<file path="src/hdl/sem_ram.sv">
// ---------------------------------------------------------------------------
// sem_ram
// generic single write port, single read port ram with registered read data
// ---------------------------------------------------------------------------
module sem_ram #(
   parameter int WIDTH = 8,
   parameter int DEPTH = 16
) (
   input  logic                     clock,
   input  logic                     wr_en,
   input  logic [$clog2(DEPTH)-1:0] wr_addr,
   input  logic [WIDTH-1:0]         wr_data,
   input  logic                     rd_en,
   input  logic [$clog2(DEPTH)-1:0] rd_addr,
   output logic [WIDTH-1:0]         rd_data
);

   logic [WIDTH-1:0] mem_ff [DEPTH];
   logic [WIDTH-1:0] rd_data_ff;

   always_ff @(posedge clock) begin
      if (wr_en) begin
         mem_ff[wr_addr] <= wr_data;
      end
      if (rd_en) begin
         rd_data_ff <= mem_ff[rd_addr];
      end
   end

   assign rd_data = rd_data_ff;

endmodule

</file>
<file path="config.mk">
export PLATFORM = sky130hd
export DESIGN_NAME = sem_ram
export DESIGN_NICKNAME = d
export VERILOG_FILES = /design/src/hdl/sem_ram.sv
export SDC_FILE = /design/constraint.sdc
export NUM_CORES = 1
export LEC_CHECK = 0
export BUFFER_PORTS_ARGS = -buffer_cell sky130_fd_sc_hd__buf_4
export CAP_MARGIN = 25
export CORE_MARGIN = 2
export CORE_UTILIZATION = 40
export CTS_CLUSTER_SIZE = 25
export DETAILED_ROUTE_END_ITERATION = 8
export PLACE_DENSITY = 0.66
export SETUP_SLACK_MARGIN = 0.5
export SLEW_MARGIN = 10
export SYNTH_ARGS = -nofsm -noshare
export SYNTH_HDL_FRONTEND = slang
export SYNTH_SLANG_ARGS = --single-unit
</file>
<file path="constraint.sdc">
create_clock -name clock -period 4.78 [get_ports clock]
set_clock_uncertainty 0.1 [all_clocks]
set_input_delay 0.478 -clock clock [delete_from_list [all_inputs] [get_ports clock]]
set_output_delay 0.478 -clock clock [all_outputs]
set_load 0.005 [all_outputs]
</file>
# After elaboration in Yosys (flattened, before gate mapping)
# Memories as Yosys holds them, arrays and structs flattened. A register that Yosys moved wholly into a read port is not among the register bits.
# Cells that the tools add are included.
# word_totals
memories	1
elab_cells	3
ram_bits	128
reg_bits	0
in_bits	19
latchBits	0
out_inout_bits	8
rom_bits	0
# memory_table
name	words	word_bits	read_ports	rd_ports_with_merged_regs	wr	line_no	rtl
mem_ff	16	8	1	1	1	18	logic [WIDTH-1:0] mem_ff [DEPTH];
# classes
n_mul	0
div_mod_pow	0
order_cmp	0
shifts	0
muxes	2
addsub	0
bitwise	0
n_eq_ne	0
n_reduce_logical	0
# ops
cell	count
1-bit 2-to-1 mux	2

# Depth between registers and ports, before layout
# Gate-level depths: netlist of the first run.
# logic_depth
word_depth	2
depth_mapped	5
mapped_depth_nobuf	3

# Worst setup path after synthesis of the first run
# Ideal clock, no wire load.
# synth_path
path_type	input port to flip-flop
start	input wr_addr[2]
end	memory mem_ff[0][0], enable pin
stages	2
setup_ps	383
t_arrival_ps	1588
slack_ps	2709
cell_sequence	or3b_2 nor3_1
# synth_lines
item	line_no	rtl
from (decl)	11	input logic [$clog2(DEPTH)-1:0] wr_addr,
to (decl)	18	
# Straight into the memory's write port.

==> results_dict.tcl, run 1 <==
set metrics [dict create \
    r2r_cells 3 \
    finalCriticalPeriod_ns 1.96 \
    cap_violations 0 \
    fmax_ghz 0.511 \
    hold_start "rd_en" \
    dp_hpwl_um 5980 \
    placed_area_sq_um 5580 \
    crit_type "primary input to register" \
    status "completed" \
    whs_path_depth 1 \
    dp_slack_ns 2.39 \
    cts.clk_slew.worst_paths_ns 0.05 \
    hold_violations 0 \
    setup_tns_ns 0 \
    peakVddDrop_v 0.000223 \
    cts_hold_buf 0 \
    diodes 0 \
    path_cells "buf_4, mux4_1, a22oi_1, nand2_1" \
    cts-htree-levels 4 \
    min-delay-path-class "primary input to register" \
    min_to "rd_data[1]" \
    routedWlPerCell_um 21.6 \
    setup_ws_ns 2.82 \
    synth_seq_cells 136 \
    fp.coreArea_sq_um 12700 \
    r2r-end "rd_data[3]" \
    cp.required_ns 4.83 \
    clock_latency_ns 0.40 \
    io_pins 27 \
    grt.total_usage 0.149 \
    end_kind "register" \
    floorplan.die.width_um 118 \
    yosysTopAreaCell "edfxtp_1" \
    regToRegSetupSlack_ns 3.18 \
    drive_gt1_frac 0.244 \
    p_per_area_nw_per_um2 420 \
    routabilityCongestion 0.729 \
    muxShareOfSynthArea 0.148 \
    firstDrtPassIters 4 \
    synth_top_area_frac 0.781 \
    grt_pass1_wl_um 14800 \
    routed-via-count 2371 \
    cp-startpoint "rd_addr[0]" \
    syn2layout_area_growth_pct 15.8 \
    grt_max_degree 33 \
    utilization 0.478 \
    critPathLaunchType "primary input" \
    synthCells 229 \
    synth.avg_cell_area_sq_um 22.8 \
    fin_area_sq_um 6060 \
    cts_max_path_buffers 2 \
    synth-xor-area-share 0 \
    syn-num-nets 248 \
    relSlewSlack 0.375 \
    grt_antenna_before_repair 0 \
    post-route-period-util 0.409 \
    seq_area_frac_synth 0.781 \
    viasPerCell 5.26 \
    cts_tree "built" \
    rsz0062_at_grt "no" \
    ant_nets 0 \
    drc 0 \
    whs_ns 0.269 \
    regToRegStartpoint "mem_ff[1][3]" \
    cts.repair.resized 0 \
    start_util 0.413 \
    cts_buffers 17 \
    synth_fa_ha_area_frac 0 \
    synth_top_family_by_area "multiplexers" \
    drt_iter0_drc 203 \
    clockRootBuffer "clkbuf_16" \
    row_count 41 \
    post_cts.repair.setup_buffers 0 \
    die-area_sq_um 14000 \
    synthTopCellsByArea "edfxtp_1, mux4_2, mux4_1" \
    report.final.slew_viol_count 0 \
    cts.sinks 136 \
    finalSetupViolCount 0 \
    fin_nets 287 \
    worst_path_max_delay_cell "mux4_1" \
    placedCellCount 421 \
    netlist_area_sq_um 5230 \
    wl_um 9760 \
    portBuffers 26 \
    p_leak_nw 1.99 \
    crit_fanout 32 \
    grt_pass1_vias 2493 \
    layout.cells.non_filler 451 \
    arrival_ns 2.00 \
    die_h_um 118 \
    synthSimpleGateAreaFrac 0.0314 \
    tightest_slew_ns 0.934 \
    synth_compound_area_frac 0.0230 \
    slowest_delay_ns 0.63 \
    ys_warn_count 0 \
    yosysUniqueCellTypes 18 \
    power.total_mw 2.54 \
    grt_overflow 0 \
]
per-layer routing:
| metal | up-vias | global-route usage | share of wire | wire length [um] |
|---|---|---|---|---|
| li1 | 1057 | - | - | - |
| met1 | 1226 | 0.198 | 0.43 | 4210 |
| met2 | 79 | 0.235 | 0.51 | 4940 |
| met3 | 9 | 0.0401 | 0.051 | 502 |
| met4 | 0 | 0.0587 | 0.010 | 101 |
| met5 | - | 0 | 0 | 0 |
power by group:
part	internal, mW	leakage [nW]	total (mW)	switching (mW)
Sequential	1.35	1.24	1.35	0.00652
Clock	0.640	0.233	1.07	0.429
Combinational	0.0538	0.516	0.123	0.0688
Total	2.04	1.99	2.54	0.504
cell usage after synthesis:
| library cell | instances |
|---|---|
| nor3_1 | 4 |
| mux4_1 | 14 |
| and2_1 | 1 |
| or3b_2 | 1 |
| buf_6 | 3 |
| buf_2 | 3 |
| nand3_1 | 1 |
| clkdlybuf4s25_2 | 3 |
| nand2_1 | 9 |
| buf_4 | 1 |
| nor2_1 | 13 |
| edfxtp_1 | 136 |
| nand2b_1 | 2 |
| nand3b_1 | 2 |
| nor2b_1 | 1 |
| and2b_1 | 1 |
| a22oi_1 | 16 |
| mux4_2 | 18 |
registers in the layout (all words and copies together) (netlist names):
register,count
mem_ff,128
rd_data,8
critical path, delay by kind of cell:
kind / cells / cell delay, ns
AO/OA/AOI/OAI: 1 / 0.31
buffers and inverters: 1 / 0.47
multiplexers: 1 / 0.63
AND/OR/NAND/NOR: 1 / 0.09
how the worst max path moves through the flow:
stage / endpoint / slack, ns / cells past startpoint
floorplan: mem_ff[0][0] / 2.71 / 2
global placement: mem_ff[0][5] / 2.32 / 3
detailed placement: rd_data[3] / 2.39 / 4
CTS: mem_ff[0][6] / 2.81 / 4
global route: rd_data[5] / 2.71 / 4
finish: rd_data[3] / 2.82 / 4
cell usage in the layout, fill, tap and decap left out, drive strengths merged:
master | netlist | final
nand3b | 2 | 2
edfxtp | 136 | 136
nor2b | 1 | 1
nand2b | 2 | 2
or3b | 1 | 1
nor3 | 4 | 4
mux4 | 32 | 32
and2 | 1 | 1
nand3 | 1 | 1
and2b | 1 | 1
clkbuf | 0 | 21
clkinv | 0 | 9
buf | 7 | 30
nor2 | 13 | 13
nand2 | 9 | 9
a22oi | 16 | 16
logic make-up after synthesis:
| logic type | Yosys count |
|---|---|
| buffers and inverters | 10 |
| multiplexers | 32 |
| flip-flops | 136 |
| AO/OA/AOI/OAI | 16 |
| AND/OR/NAND/NOR | 35 |
cell type report:
| class | instances | area [sq um] |
|---|---|---|
| tap | 172 | 215 |
| multi-input combinational | 83 | 1060 |
| fill | 1032 | 6620 |
| timing repair buffer | 30 | 223 |
| sequential | 136 | 4080 |
| clock buffer | 21 | 440 |
| clock inverter | 9 | 36.3 |
(Power assumes the default switching activity.)
==> run 2: changes to the inputs <==
==> constraint.sdc (replaced) <==
create_clock -name clock -period 1.9 [get_ports clock]
set_clock_uncertainty 0.1 [all_clocks]
set_input_delay 0.19 -clock clock [delete_from_list [all_inputs] [get_ports clock]]
set_output_delay 0.19 -clock clock [all_outputs]
set_load 0.005 [all_outputs]
==> results_dict.tcl, run 2 (synthesis results as in run 1) <==
set metrics [dict create \
    report.final.slew_viol_count 0 \
    grt.total_usage 0.148 \
    finalSetupViolCount 0 \
    rsz0062_at_grt "yes" \
    relSlewSlack 0.702 \
    grt_overflow 0 \
    tightest_slew_ns 0.447 \
    io_pins 27 \
    largest_reg_flops 128 \
    num-fill-cells 1010 \
    cts.sinks 136 \
    p_per_area_nw_per_um2 1080 \
    regToRegStartpoint "mem_ff[1][7]" \
    fp.coreArea_sq_um 12700 \
    floorplan.die.width_um 118 \
    cts-htree-levels 4 \
    worst_path_max_delay_cell "mux4_2" \
    setup_tns_ns 0 \
    cts_buffers 17 \
    cpLargestDelayFamily "multiplexers" \
    crit_type "register to register" \
    cap_violations 0 \
    crit_end "rd_data[7]" \
    cp.required_ns 1.96 \
    regToRegSetupSlack_ns 0.37 \
    grt_pass1_wl_um 15000 \
    clock_latency_ns 0.41 \
    cp-startpoint "mem_ff[1][7]" \
    r2r_cells 3 \
    fmax_ghz 0.653 \
    whs_ns 0.209 \
    r2r-end "rd_data[7]" \
    die-area_sq_um 14000 \
    regArea_sq_um 4080 \
    arrival_ns 1.59 \
    finalCriticalPeriod_ns 1.53 \
    routedWlPerCell_um 19.8 \
    syn2layout_area_growth_pct 23.6 \
    p_leak_nw 2.15 \
    start_util 0.413 \
    routed-via-count 2463 \
    cts_max_path_buffers 2 \
    cts.clk_slew.worst_paths_ns 0.06 \
    peakVddDrop_v 0.000575 \
    drt_iter0_drc 101 \
    fin_nets 315 \
    clockRootBuffer "clkbuf_16" \
    cts_tree "built" \
    cp_num_cells 3 \
    path_cells "mux4_2, a22oi_2, nand2_1" \
    portBuffers 26 \
    drive_gt1_frac 0.398 \
    critPathLaunchType "register" \
    routabilityCongestion 0.683 \
    hold_violations 0 \
    post_cts.repair.setup_buffers 0 \
    firstDrtPassIters 4 \
    slowest_delay_ns 0.48 \
    grt_pass1_vias 2540 \
    diodes 0 \
    path_buf_inv 0 \
    viasPerCell 5.12 \
    ant_nets 0 \
    final_common_cell "edfxtp_1" \
    wl_um 9530 \
    multiInputGateArea_sq_um 1060 \
    crit_fanout 1 \
    grt_max_degree 17 \
    end_kind "register" \
    row_count 41 \
    post-route-period-util 0.806 \
    die_h_um 118 \
    final_cell_mix "edfxtp_1, buf_4, mux4_2" \
    min-delay-path-class "primary input to register" \
    drc 0 \
    status "completed" \
    dp_hpwl_um 6050 \
    largest-register "mem_ff" \
    grt_antenna_before_repair 0 \
]
-- run 2: changes by cell type in the layout (fill, tap and decap cells not counted), sizes merged --
cell / before / now
dlygate4sd3: 0 / 9
buf: 30 / 49
inv: 0 / 5
bufinv: 0 / 2
clkinv: 9 / 8
clkbuf: 21 / 17
-- run 2: layout make-up --
class	instances	share of cell area
repair buffers	58	0.0786
well taps	172	0.0333
multi-input cells	83	0.165
clock buffers	17	0.0658
clock inverters	15	0.0256
flip-flops and latches	136	0.632
-- run 2: worst min path at each step --
stage,end,slack [ns],startpoint,cells past startpoint
floorplan,mem_ff[0][0],0.19,wr_data[0],0
global placement,mem_ff[14][1],0.39,wr_data[1],1
detailed placement,mem_ff[14][1],0.40,wr_data[1],1
CTS,mem_ff[0][1],0.20,wr_addr[1],3
global route,mem_ff[0][1],0.21,wr_addr[1],3
finish,mem_ff[0][2],0.21,wr_addr[1],3
-- run 2: metrics by stage --
step	instance area [sq um]	std cells	power [mW]	setup WS, ns	util
global route	6460	481	7.19	0.339	0.510
floorplan	5250	229	3.65	0.410	-
global placement	5760	440	3.80	0.162	0.455
finish	6460	481	6.98	0.368	0.510
detailed placement	5760	440	3.81	0.131	0.455
CTS	6460	481	7.03	0.370	0.510
-- run 2: what timing repair did --
item,in CTS,in global routing
pin swaps,2,0
endpoints found under the hold margin,119,0
gates resized for setup,4,0
hold buffers,9,0
setup endpoints to repair,8,8
-- run 2: where the power goes --
group / switching (mW) / total, mW / internal [mW]
Clock: 1.27 / 3.22 / 1.95
Sequential: 0.0166 / 3.40 / 3.38
Combinational: 0.183 / 0.364 / 0.181
Total: 1.47 / 6.98 / 5.52
-- run 2: per-layer routing --
layer,GRT usage,up-vias,wire length (um)
li1,-,1106,-
met1,0.202,1269,4270
met2,0.228,73,4640
met3,0.0381,15,459
met4,0.0565,0,165
met5,0,-,0
-- run 2: tightest hold or removal path: cells and delay by family --
family | cells | cell delay (ns)
simple gates | 1 | 0.04
buf+inv | 2 | 0.31
