**src/hdl/sem_pkg.sv**
```systemverilog
// ---------------------------------------------------------------------------
// sem_pkg
// shared constants, types and register codes of the sobel edge magnitude unit
// ---------------------------------------------------------------------------
package sem_pkg;

   // line store depth, one entry per pixel column
   localparam int MAX_WIDTH = 1024;
   localparam int COL_BITS  = $clog2(MAX_WIDTH);

   localparam int LW_BITS   = 11;
   localparam int FH_BITS   = 16;
   localparam int IROW_BITS = 17;
   localparam int OROW_BITS = 16;

   localparam int CH_BITS   = 8;
   localparam int PIX_BITS  = 3 * CH_BITS;
   localparam int SUM3_BITS = CH_BITS + 2;
   localparam int GRAD_BITS = SUM3_BITS + 1;
   localparam int SQ_BITS   = 2 * SUM3_BITS;
   localparam int RAD_BITS  = 2 * CH_BITS;

   localparam int LW_RESET  = 640;
   localparam int FH_RESET  = 480;

   // magnitudes above this sum of squares round to the cap
   localparam int MAG_CAP_SUM = 65280;
   localparam int MAG_MAX     = 255;

   localparam int CSR_DATA_BITS = 32;
   localparam int CSR_ADDR_BITS = 3;

   // register index, taken from the word address
   localparam logic REG_LINE_WIDTH   = 1'b0;
   localparam logic REG_FRAME_HEIGHT = 1'b1;

   typedef logic [PIX_BITS-1:0]         pixel_type;
   typedef logic signed [GRAD_BITS-1:0] grad_type;

   typedef struct packed {
      logic               done;
      logic [CH_BITS-1:0] mag;
   } mag_result_type;

endpackage

```
**src/hdl/sem_magnitude.sv**
```systemverilog
// ---------------------------------------------------------------------------
// sem_magnitude
// rounded edge magnitude of one color lane, bit-serial square root
// ---------------------------------------------------------------------------
module sem_magnitude (
   input  logic                    clock,
   input  logic                    reset,
   input  logic                    start,
   input  sem_pkg::grad_type       gx,
   input  sem_pkg::grad_type       gy,
   output sem_pkg::mag_result_type result
);

   localparam logic [1:0] MG_IDLE  = 2'd0;
   localparam logic [1:0] MG_SUM   = 2'd1;
   localparam logic [1:0] MG_ITER  = 2'd2;
   localparam logic [1:0] MG_ROUND = 2'd3;

   localparam int ROOT_BITS = sem_pkg::CH_BITS;
   localparam int REM_BITS  = ROOT_BITS + 2;
   localparam int TRY_BITS  = REM_BITS + 2;
   localparam int STEP_BITS = $clog2(ROOT_BITS);

   logic [1:0]                     state_ff, state_in;
   logic [sem_pkg::SQ_BITS-1:0]    sqx_ff, sqx_in, sqy_ff, sqy_in;
   logic [sem_pkg::RAD_BITS-1:0]   rad_ff, rad_in;
   logic                           cap_ff, cap_in;
   logic [REM_BITS-1:0]            rem_ff, rem_in;
   logic [ROOT_BITS-1:0]           root_ff, root_in;
   logic [STEP_BITS-1:0]           step_ff, step_in;
   logic [sem_pkg::CH_BITS-1:0]    mag_ff, mag_in;
   logic                           done_ff, done_in;

   logic [sem_pkg::SUM3_BITS-1:0]  abs_x, abs_y;
   logic [sem_pkg::SQ_BITS:0]      sum_sq;
   logic [TRY_BITS-1:0]            rem_try, trial;

   always_comb begin
      abs_x   = gx[sem_pkg::GRAD_BITS-1] ? sem_pkg::SUM3_BITS'(-gx)
                                         : sem_pkg::SUM3_BITS'(gx);
      abs_y   = gy[sem_pkg::GRAD_BITS-1] ? sem_pkg::SUM3_BITS'(-gy)
                                         : sem_pkg::SUM3_BITS'(gy);
      sum_sq  = {1'b0, sqx_ff} + {1'b0, sqy_ff};
      rem_try = {rem_ff, rad_ff[sem_pkg::RAD_BITS-1 -: 2]};
      trial   = {2'b00, root_ff, 2'b01};

      state_in = state_ff;
      sqx_in   = sqx_ff;
      sqy_in   = sqy_ff;
      rad_in   = rad_ff;
      cap_in   = cap_ff;
      rem_in   = rem_ff;
      root_in  = root_ff;
      step_in  = step_ff;
      mag_in   = mag_ff;
      done_in  = 1'b0;

      unique case (state_ff)
         MG_IDLE: begin
            if (start) begin
               sqx_in   = abs_x * abs_x;
               sqy_in   = abs_y * abs_y;
               state_in = MG_SUM;
            end
         end
         MG_SUM: begin
            cap_in   = (sum_sq > (sem_pkg::SQ_BITS+1)'(sem_pkg::MAG_CAP_SUM));
            rad_in   = sum_sq[sem_pkg::RAD_BITS-1:0];
            rem_in   = '0;
            root_in  = '0;
            step_in  = '0;
            state_in = MG_ITER;
         end
         MG_ITER: begin
            // one root bit per step, remainder kept for the rounding test
            if (rem_try >= trial) begin
               rem_in  = REM_BITS'(rem_try - trial);
               root_in = {root_ff[ROOT_BITS-2:0], 1'b1};
            end else begin
               rem_in  = REM_BITS'(rem_try);
               root_in = {root_ff[ROOT_BITS-2:0], 1'b0};
            end
            rad_in  = {rad_ff[sem_pkg::RAD_BITS-3:0], 2'b00};
            step_in = step_ff + STEP_BITS'(1);
            if (step_ff == STEP_BITS'(ROOT_BITS - 1)) begin
               state_in = MG_ROUND;
            end
         end
         MG_ROUND: begin
            // round up when the remainder passes the root
            if (cap_ff) begin
               mag_in = sem_pkg::CH_BITS'(sem_pkg::MAG_MAX);
            end else if (rem_ff > REM_BITS'(root_ff)) begin
               mag_in = root_ff + ROOT_BITS'(1);
            end else begin
               mag_in = root_ff;
            end
            done_in  = 1'b1;
            state_in = MG_IDLE;
         end
         default: begin
            state_in = MG_IDLE;
         end
      endcase
   end

   always_ff @(posedge clock) begin
      if (reset) begin
         state_ff <= MG_IDLE;
         done_ff  <= 1'b0;
      end else begin
         state_ff <= state_in;
         done_ff  <= done_in;
      end
      sqx_ff  <= sqx_in;
      sqy_ff  <= sqy_in;
      rad_ff  <= rad_in;
      cap_ff  <= cap_in;
      rem_ff  <= rem_in;
      root_ff <= root_in;
      step_ff <= step_in;
      mag_ff  <= mag_in;
   end

   assign result.done = done_ff;
   assign result.mag  = mag_ff;

endmodule

```
**config.mk**
```make
export PLATFORM = sky130hd
export DESIGN_NAME = sem_magnitude
export DESIGN_NICKNAME = d
export VERILOG_FILES = /design/src/hdl/sem_pkg.sv /design/src/hdl/sem_magnitude.sv
export SDC_FILE = /design/constraint.sdc
export NUM_CORES = 1
export LEC_CHECK = 0
export BUFFER_PORTS_ARGS = -buffer_cell sky130_fd_sc_hd__buf_4
export CAP_MARGIN = 20
export CELL_PAD_IN_SITES_DETAIL_PLACEMENT = 1
export CELL_PAD_IN_SITES_GLOBAL_PLACEMENT = 1
export CORE_MARGIN = 8
export CORE_UTILIZATION = 51
export DETAILED_ROUTE_END_ITERATION = 12
export HOLD_SLACK_MARGIN = 0.15
export PLACE_DENSITY_LB_ADDON = 0.2
export SETUP_SLACK_MARGIN = 0.15
export SLEW_MARGIN = 20
export SYNTH_ARGS = -nofsm -noshare
export SYNTH_HDL_FRONTEND = slang
export SYNTH_SLANG_ARGS = --single-unit
```
**constraint.sdc**
```tcl
create_clock -name clock -period 8.7 [get_ports clock]
set_input_delay 1.74 -clock clock [delete_from_list [all_inputs] [get_ports clock]]
set_output_delay 1.74 -clock clock [all_outputs]
set_load 0.005 [all_outputs]
```
Yosys cells after proc, flatten, opt, wreduce, memory -nomap -nowiden
Cells that the tools add are included.

operators by class
  multiply operators = 2
  add/subtract/negate cells = 6
  eq/ne operators = 6
  shift-type cells = 0
  divide/modulo/power cells = 0
  mux-type cells = 13
  reductions and logical operators = 4
  magnitude comparators = 3
  bitwise gates (word level) = 0

operator list
  operator              count
  $mul 10x10->20        2
  $pmux 16 s2           1
  $mux 10               3
  $add 20x20->21        1
  $gt 21x16->1 const B  1
  $neg 10->10           2
  $pmux 10 s2           1
  $pmux 8 s2            1
  $ge 12x10->1          1
  $gt 10x8->1           1
  $sub 10x10->10        1
  $add 8x1->8 const B   1
  $mux 8                1
  $pmux 2 s4            1
  $pmux 3 s2            1
  $eq 2x2->1 const B    2
  $mux 2                2
  $ne 2x2->1 const B    2
  $reduce_and 2->1      2
  $add 3x1->3 const B   1
  $eq 3x3->1 const B    1
  $eq 2x1->1 const B    1
  $logic_not 2->1       1
  $mux 1                2
  $reduce_bool 2->1     1

word-level totals
  memories = 0
  latch bits = 0
  word-level logic and storage cells = 44
  RAM bits = 0
  register bits = 89
  bits in read-only memories = 0

Depth between registers and ports, before layout
Gate-level depths: netlist of run 1.

  depth after elaboration = 3
  gate-level depth with buffers = 28
  gate-level depth less buffers = 26

Worst setup path after synthesis of run 1
OpenSTA, ideal clock, no wires.

  path kind = input port to flip-flop
  start point = in gy[0]
  end point = reg sqy_ff[18] (netlist name), data pin
  path slack = 0.671 ns
  arrival = 7.771 ns
  cell stages on the path = 26
  library setup time = 0.258 ns
  path buffers = 2
  cells stage by stage = buf_2 > clkinv_1 > ha_1 > nand2_1 > or3_1 > o31a_1 > xor2_1 > nand2_1 > fa_1 > fa_1 > inv_1 > fa_1 > fa_1 > inv_1 > fa_1 > inv_1 > ha_1 > clkbuf_1 > a21oi_1 > inv_1 > a221o_1 > a221o_1 > a21oi_1 > o21ai_1 > a21oi_1 > xnor2_1

between the ends
  longest elaborated chain between the ends = 3

ends and longest elaborated chain
  element               line                  source
  start, declared       sem_magnitude.sv:10   input sem_pkg::grad_type gy,
  $neg 10->10           sem_magnitude.sv:41   abs_y = gy[sem_pkg::GRAD_BITS-1] ? sem_pkg::SUM3_BITS'(-gy)
  $mux 10 *             sem_magnitude.sv:41
  $mul 10x10->20 *      sem_magnitude.sv:62   sqy_in = abs_y * abs_y;
  end signal, assigned  sem_magnitude.sv:116  sqy_ff <= sqy_in;
  end, declared         sem_magnitude.sv:25   logic [sem_pkg::SQ_BITS-1:0] sqx_ff, sqx_in, sqy_ff, sqy_in;

Every way passes the cells marked *; elsewhere a longest branch is shown, timed or not.
A chain may end at the register's enable or synchronous reset.

Final worst setup path of run 1
  start point = in gx[3]
  end point = reg sqx_ff[17] (netlist name), data pin

between the ends
  longest elaborated chain between the ends = 3

ends and longest elaborated chain
  element               line                  source
  start, declared       sem_magnitude.sv:9    input sem_pkg::grad_type gx,
  $neg 10->10           sem_magnitude.sv:39   abs_x = gx[sem_pkg::GRAD_BITS-1] ? sem_pkg::SUM3_BITS'(-gx)
  $mux 10 *             sem_magnitude.sv:39
  $mul 10x10->20 *      sem_magnitude.sv:61   sqx_in = abs_x * abs_x;
  end signal, assigned  sem_magnitude.sv:115  sqx_ff <= sqx_in;
  end, declared         sem_magnitude.sv:25

Marked as above.

==> metrics.cfg, run 1 <==
[timing]
fin_ws_ns = 0.7871
worst_pin_slew_ns = 0.8318
hold_violations = 0
setup_viol = 0
slew_headroom_pct = 44.55
clock-skew-final_ns = 0.01195
period_share_pct = 90.95
drv_slew = 0
fmax_ghz = 0.1264
tns_ns = 0
rsz0062_at_grt = false
period_needed_ns = 7.913

[synthesis]
syn_inst = 1069
synth_enable_flop_cells = 84
synth_ff_type = edfxtp_1
syn_area_per_cell_sq_um = 9.623
synth_seq_cells = 87
synth_area_leaders = edfxtp_1 (25%), fa_1 (18%), ha_1 (17%)
yosysSeqAreaShare_pct = 25.10
async_flop_share_pct = 0
netlist_area_sq_mm = 0.01029
synth_top_cell_area_share_pct = 24.52
yosysWarnings = 0
synth_area_leader_cell = edfxtp_1
syn-num-nets = 1323
ys_types = 66

[run_status]
status = complete, no violations

[floorplanning]
die_y_microns = 158.0
initial_core_util_pct = 51.34
ios = 34
core_area_sq_mm = 0.02004
row_count = 52
die_area_sq_mm = 0.02497
die_x_microns = 158.0

[setup_path]
crit_fanout = 8
critPathKind = input port to register
slowest_delay_ns = 0.54
crit_required_ns = 8.80
path_delay_family = adder cells
worst_setup_path_end_kind = register
worstSetupStartpointType = input port
cp_num_buf_inv = 5
cpMostUsedCell = fa_1
crit_chain = buf_4, or4_1, or2_1, nand2_1, xor2_1, inv_2, nand2_1, fa_1, fa_1, inv_1, fa_1, fa_1, inv_1, fa_1, inv_1, ha_1, a21o_1, a21o_1, a21o_1, a221oi_1, o211ai_1, a31o_2, a21oi_1, xnor2_1
arrival_ns = 8.01
slowest_stage = or4_1

[cells_and_area]
area_growth_pct = 8.684
drive_gt1_share_pct = 7.644
fillers = 2337
final_nets = 1361
antennaDiodeCount = 0
final_cells = 1382

[global_route]
gr-total-overflow = 0
antenna_found_initial = 0
met1_usage_pct = 25.11
grt.met3_usage_pct = 2.757
grtUsageMet2_pct = 36.29
grt_pass1_vias = 8085
grt_use_total_pct = 20.01
grt_max_degree = 53
grt_pass1_wl_mm = 39.74
top_usage_layer = met2

[placement]
dp_hpwl_mm = 18.81
port-buffer-count = 33
post-place-cells = 1366
post-place-ws_ns = 0.4654
place_congestion = 0.8042

[clock_tree]
numCtsBuffers = 9
cts_tree = built
clock-sinks = 87
clk_pin_slew_worst_paths_ns = 0.07
post_cts_buffers = 0
htreeDepth = 3
cts_resized = 0
clk_latency_ns = 0.35
clock_path_buffers = 2
cts_root_buf = clkbuf_16
cts_hold_buf = 0

[drt]
vias_per_cell = 5.382
drt-wirelength-per-cell_microns = 16.66
drc_errors = 0
firstDrtPassIters = 4
wl_mm = 23.02
vias = 7438
final_antenna_net_count = 0
drt_iter0_drc = 295

[min_path]
hold_path_class = register to register

[flow_run]
drv_cap = 0

==> Yosys cell counts (6+ instances only) <==
cell type and instances:
nor2_1 82, nor2b_1 16, a31oi_1 9, ha_1 139, nand3_1 11, xnor2_1 64
and2_1 16, inv_1 185, mux2i_1 6, edfxtp_1 84, nand4_1 6, a21o_1 19
fa_1 90, nand2b_1 13, nand2_1 87, mux2_2 6, xor2_1 29, or3_1 6
o21a_1 9, clkbuf_1 12, o21bai_1 9, nor3_1 18, a31o_2 6, o21ai_0 30
a21oi_1 36
==> kinds of logic after synthesis <==
| family | count (synthesis) | synth area share (%) |
|---|---|---|
| buf+inv | 206 | 7.650 |
| mux | 12 | 1.241 |
| fa+ha+maj | 229 | 34.42 |
| simple gates | 279 | 12.80 |
| flops | 87 | 25.10 |
| xor+xnor | 94 | 8.076 |
| compound gates | 162 | 10.72 |
==> worst reg2reg max path, delay by kind of cell, from the launching register on <==
family                     cells  cell delay, ns
DFF                            1            0.50
adders and majority gates      1            0.36
and+or+nand+nor                4            1.23
AOI/OAI and AO/OA              2            0.52
buffers and inverters          1            0.10
muxes                          1            0.11
==> layout make-up <==
type / count / area [sq um] / area share (%)
inverters: 189 / 709.4 / 6.345
multi-input cells: 776 / 6918 / 61.87
well taps: 270 / 337.8 / 3.021
clock buffers: 9 / 225.2 / 2.014
clock inverters: 7 / 77.57 / 0.6938
flip-flops and latches: 87 / 2582 / 23.10
repair buffers: 44 / 330.3 / 2.954
==> registers in the layout, indices dropped and copies added, names as in the netlist <==
name / flops
sqx_ff: 19
sqy_ff: 19
rad_ff: 16
rem_ff: 10
mag_ff: 8
root_ff: 8
step_ff: 3
state_ff: 2
cap_ff: 1
done_ff: 1
==> routing by layer <==
layer / up-vias / routed length (microns)
li1: 3631 / -
met1: 3703 / 10390
met2: 86 / 11710
met3: 18 / 670
met4: 0 / 249
met5: - / 0
==> layout by cell type (no fill, tap or decap), types with 3 or more instances in the layout <==
cell type	synthesis	final
a211o_1	3	3
a21o_1	19	19
a21o_2	3	3
a21oi_1	36	36
a31o_2	6	6
a31oi_1	9	9
a41oi_1	3	3
and2_1	16	16
and3_1	5	5
and4_1	5	5
buf_4	3	44
clkbuf_16	0	9
clkinv_1	3	3
dfxtp_1	3	3
edfxtp_1	84	84
fa_1	90	90
ha_1	139	139
inv_1	185	185
inv_6	0	3
mux2_2	6	6
mux2i_1	6	6
nand2_1	87	87
nand2b_1	13	13
nand3_1	11	11
nand4_1	6	6
nor2_1	82	82
nor2b_1	16	16
nor3_1	18	18
nor4_1	3	3
o21a_1	9	9
o21ai_0	30	30
o21ai_1	4	4
o21bai_1	9	9
o31a_1	3	3
o31ai_1	5	5
or3_1	6	6
xnor2_1	64	64
xor2_1	29	29
==> worst paths after layout <==
check	startpoint	endpoint	slack, ns	cells past startpoint
worst max-delay path	gx[3]	sqx_ff[17]$_DFFE_PP_	0.79	24
worst min-delay path	rad_ff[3]$_DFFE_PP_	rad_ff[5]$_DFFE_PP_	0.55	2
worst max register to register	root_ff[2]$_SDFFCE_PN0P_	mag_ff[6]$_SDFFCE_PP1P_	5.64	9
worst min register to register	rad_ff[3]$_DFFE_PP_	rad_ff[5]$_DFFE_PP_	0.55	2
==> stage by stage <==
step	hold WS [ns]	util (%)	cell area [sq um]
floorplan	0.5000	-	10290
global placement	0.5140	54.28	10880
finish	0.5480	55.79	11180
CTS	0.5522	55.79	11180
detailed placement	0.5354	54.28	10880
global route	0.5695	55.79	11180
Power of run 1 is left out: the tool's default activity adds up to more than one toggle a clock period on the data nets, which glitch-free logic cannot reach.
==> run 2, diff against run 1 <==
--- a/config.mk
+++ b/config.mk
@@ -9,7 +9,7 @@
 export CAP_MARGIN = 20
 export CELL_PAD_IN_SITES_DETAIL_PLACEMENT = 1
 export CELL_PAD_IN_SITES_GLOBAL_PLACEMENT = 1
-export CORE_MARGIN = 8
+export CORE_MARGIN = 2
 export CORE_UTILIZATION = 51
 export DETAILED_ROUTE_END_ITERATION = 12
 export HOLD_SLACK_MARGIN = 0.15
==> run 2 against run 1 <==
Net effect:
- die area is 15% lower
- largest cell class unchanged
- clock skew fell by 0.0031 ns
- non-clock buffer count unchanged
- critical path type unchanged
- cell area decreased by 0.29%
- critical path depth stayed put
- sequential share of layout area up 0.067 points
- worst hold slack improved by 0.010 ns
- core utilization grew 0.93 points
- maximum frequency down 1.6%
==> metrics.cfg, run 2 (synthesized netlist as in run 1, its figures left out) <==
[global_route]
grtUsageMet2_pct = 39.83  ; +3.5 points
grt_use_total_pct = 23.11  ; +3.1 points
gr-total-overflow = 0  ; unchanged
grt.met3_usage_pct = 3.531  ; +0.77 points
top_usage_layer = met2
met1_usage_pct = 31.30  ; +6.2 points
grt_pass1_vias = 8113  ; +0.35%
antenna_found_initial = 0  ; unchanged
grt_max_degree = 53  ; unchanged
grt_pass1_wl_mm = 40.12  ; +0.94%

[placement]
post-place-ws_ns = 0.3477  ; -0.1178 ns
dp_hpwl_mm = 19.10  ; +1.6%
place_congestion = 0.8549  ; +6.3%
port-buffer-count = 33  ; unchanged

[floorplanning]
initial_core_util_pct = 52.34  ; +1.0 points
row_count = 51  ; -1.9%
die_y_microns = 146.0  ; -7.6%
ios = 34  ; unchanged
core_area_sq_mm = 0.01965  ; -1.9%
die_area_sq_mm = 0.02132  ; -15%
die_x_microns = 146.0  ; -7.6%

[setup_path]
arrival_ns = 8.14  ; +0.13 ns
worstSetupStartpointType = input port
crit_fanout = 8  ; unchanged
crit_required_ns = 8.80  ; about the same
worst_setup_path_end_kind = register
critPathKind = input port to register

[cells_and_area]
final_common_cell = inv_1
antennaDiodeCount = 0  ; unchanged
multiInputGateArea_sq_mm = 0.006918  ; unchanged
final_cell_mix = inv_1 (185), ha_1 (139), fa_1 (90), nand2_1 (87), edfxtp_1 (84)
fillers = 2266  ; -3.0%
area_growth_pct = 8.368
final_nets = 1361  ; unchanged
drive_gt1_share_pct = 7.464  ; -0.18 points
ff_latch_area_sq_mm = 0.002582  ; unchanged
utilization_pct = 56.72  ; +0.93 points
largestRegisters = sqx_ff (19), sqy_ff (19), rad_ff (16)

[clock_tree]
cts_hold_buf = 0  ; unchanged
numCtsBuffers = 9  ; unchanged
clock_path_buffers = 2  ; unchanged
cts_root_buf = clkbuf_16
post_cts_buffers = 0  ; unchanged
clk_latency_ns = 0.35  ; about the same
clock-sinks = 87  ; unchanged
clk_pin_slew_worst_paths_ns = 0.06  ; about the same
cts_resized = 0  ; unchanged
cts_tree = built
htreeDepth = 3  ; unchanged

[min_path]
hold_path_class = register to register

[timing]
period_share_pct = 92.46  ; +1.5 points
period_needed_ns = 8.044  ; +0.1308 ns
hold_violations = 0  ; unchanged
worst_pin_slew_ns = 0.8699  ; +0.03812 ns
whs_ns = 0.5583  ; +0.01028 ns
fin_ws_ns = 0.6563  ; -0.1308 ns
rsz0062_at_grt = false
setup_viol = 0  ; unchanged
drv_slew = 0  ; unchanged
clock-skew-final_ns = 0.008866  ; -0.003087 ns
tns_ns = 0  ; unchanged
fmax_ghz = 0.1243  ; -1.6%
slew_headroom_pct = 41.59  ; -3.0 points

[drt]
drt-wirelength-per-cell_microns = 16.92  ; +1.6%
wl_mm = 23.30  ; +1.2%
vias = 7461  ; +0.31%
drt_iter0_drc = 334  ; +13%
firstDrtPassIters = 5  ; +1
drc_errors = 0  ; unchanged
vias_per_cell = 5.418  ; +0.67%
final_antenna_net_count = 0  ; unchanged

[flow_run]
drv_cap = 0  ; unchanged

[run_status]
status = complete, no violations

## run 2: cell count changes in the layout (fill, tap and decap cells not counted), sizes merged
cell | before | now
clkbuf | 9 | 12
inv | 189 | 187
bufinv | 1 | 0
## run 2: routing by layer
layer	vias up	routed length, microns
met5	-	0
met4	0	315
met3	22	751
met2	88	11470
met1	3714	10760
li1	3637	-
## run 2: through the flow
stage,std cells,area [sq um]
2_1_floorplan,1069,10290
3_3_place_gp,1361,10870
3_5_place_dp,1361,10870
4_1_cts,1377,11150
5_1_grt,1377,11150
6_report,1377,11150
## run 2: final timing paths
path,from,end,slack (ns),depth (start not counted)
min reg2reg,rad_ff[9]$_DFFE_PP_,rad_ff[11]$_DFFE_PP_,0.56,2
max reg2reg,root_ff[2]$_SDFFCE_PN0P_,mag_ff[6]$_SDFFCE_PP1P_,5.62,9
max,gx[3],sqx_ff[19]$_DFFE_PP_,0.66,24
min,rad_ff[9]$_DFFE_PP_,rad_ff[11]$_DFFE_PP_,0.56,2
## run 2: critical path, stage by stage
cell and delay [ns]:
buf_4 0.13, or4_1 0.55, or2_1 0.24, nand2_1 0.08, xor2_1 0.45, inv_2 0.19, nand2_1 0.15, fa_1 0.45
fa_1 0.54, inv_1 0.06, fa_1 0.51, fa_1 0.55, inv_1 0.05, fa_1 0.40, inv_1 0.06, ha_1 0.31
a21o_1 0.20, a21o_1 0.17, a21o_1 0.17, a221oi_1 0.33, o31ai_1 0.21, a311oi_1 0.33, o21bai_1 0.12, xnor2_1 0.13
## run 2: area by class of cell
class,count,share of cell area (%)
inverters,189,6.364
flip-flops and latches,87,23.16
well taps,265,2.974
repair buffers,44,2.963
multi-input cells,776,62.05
clock buffers,12,2.211
clock inverters,4,0.2694
Power of run 2 is left out for the same reason.
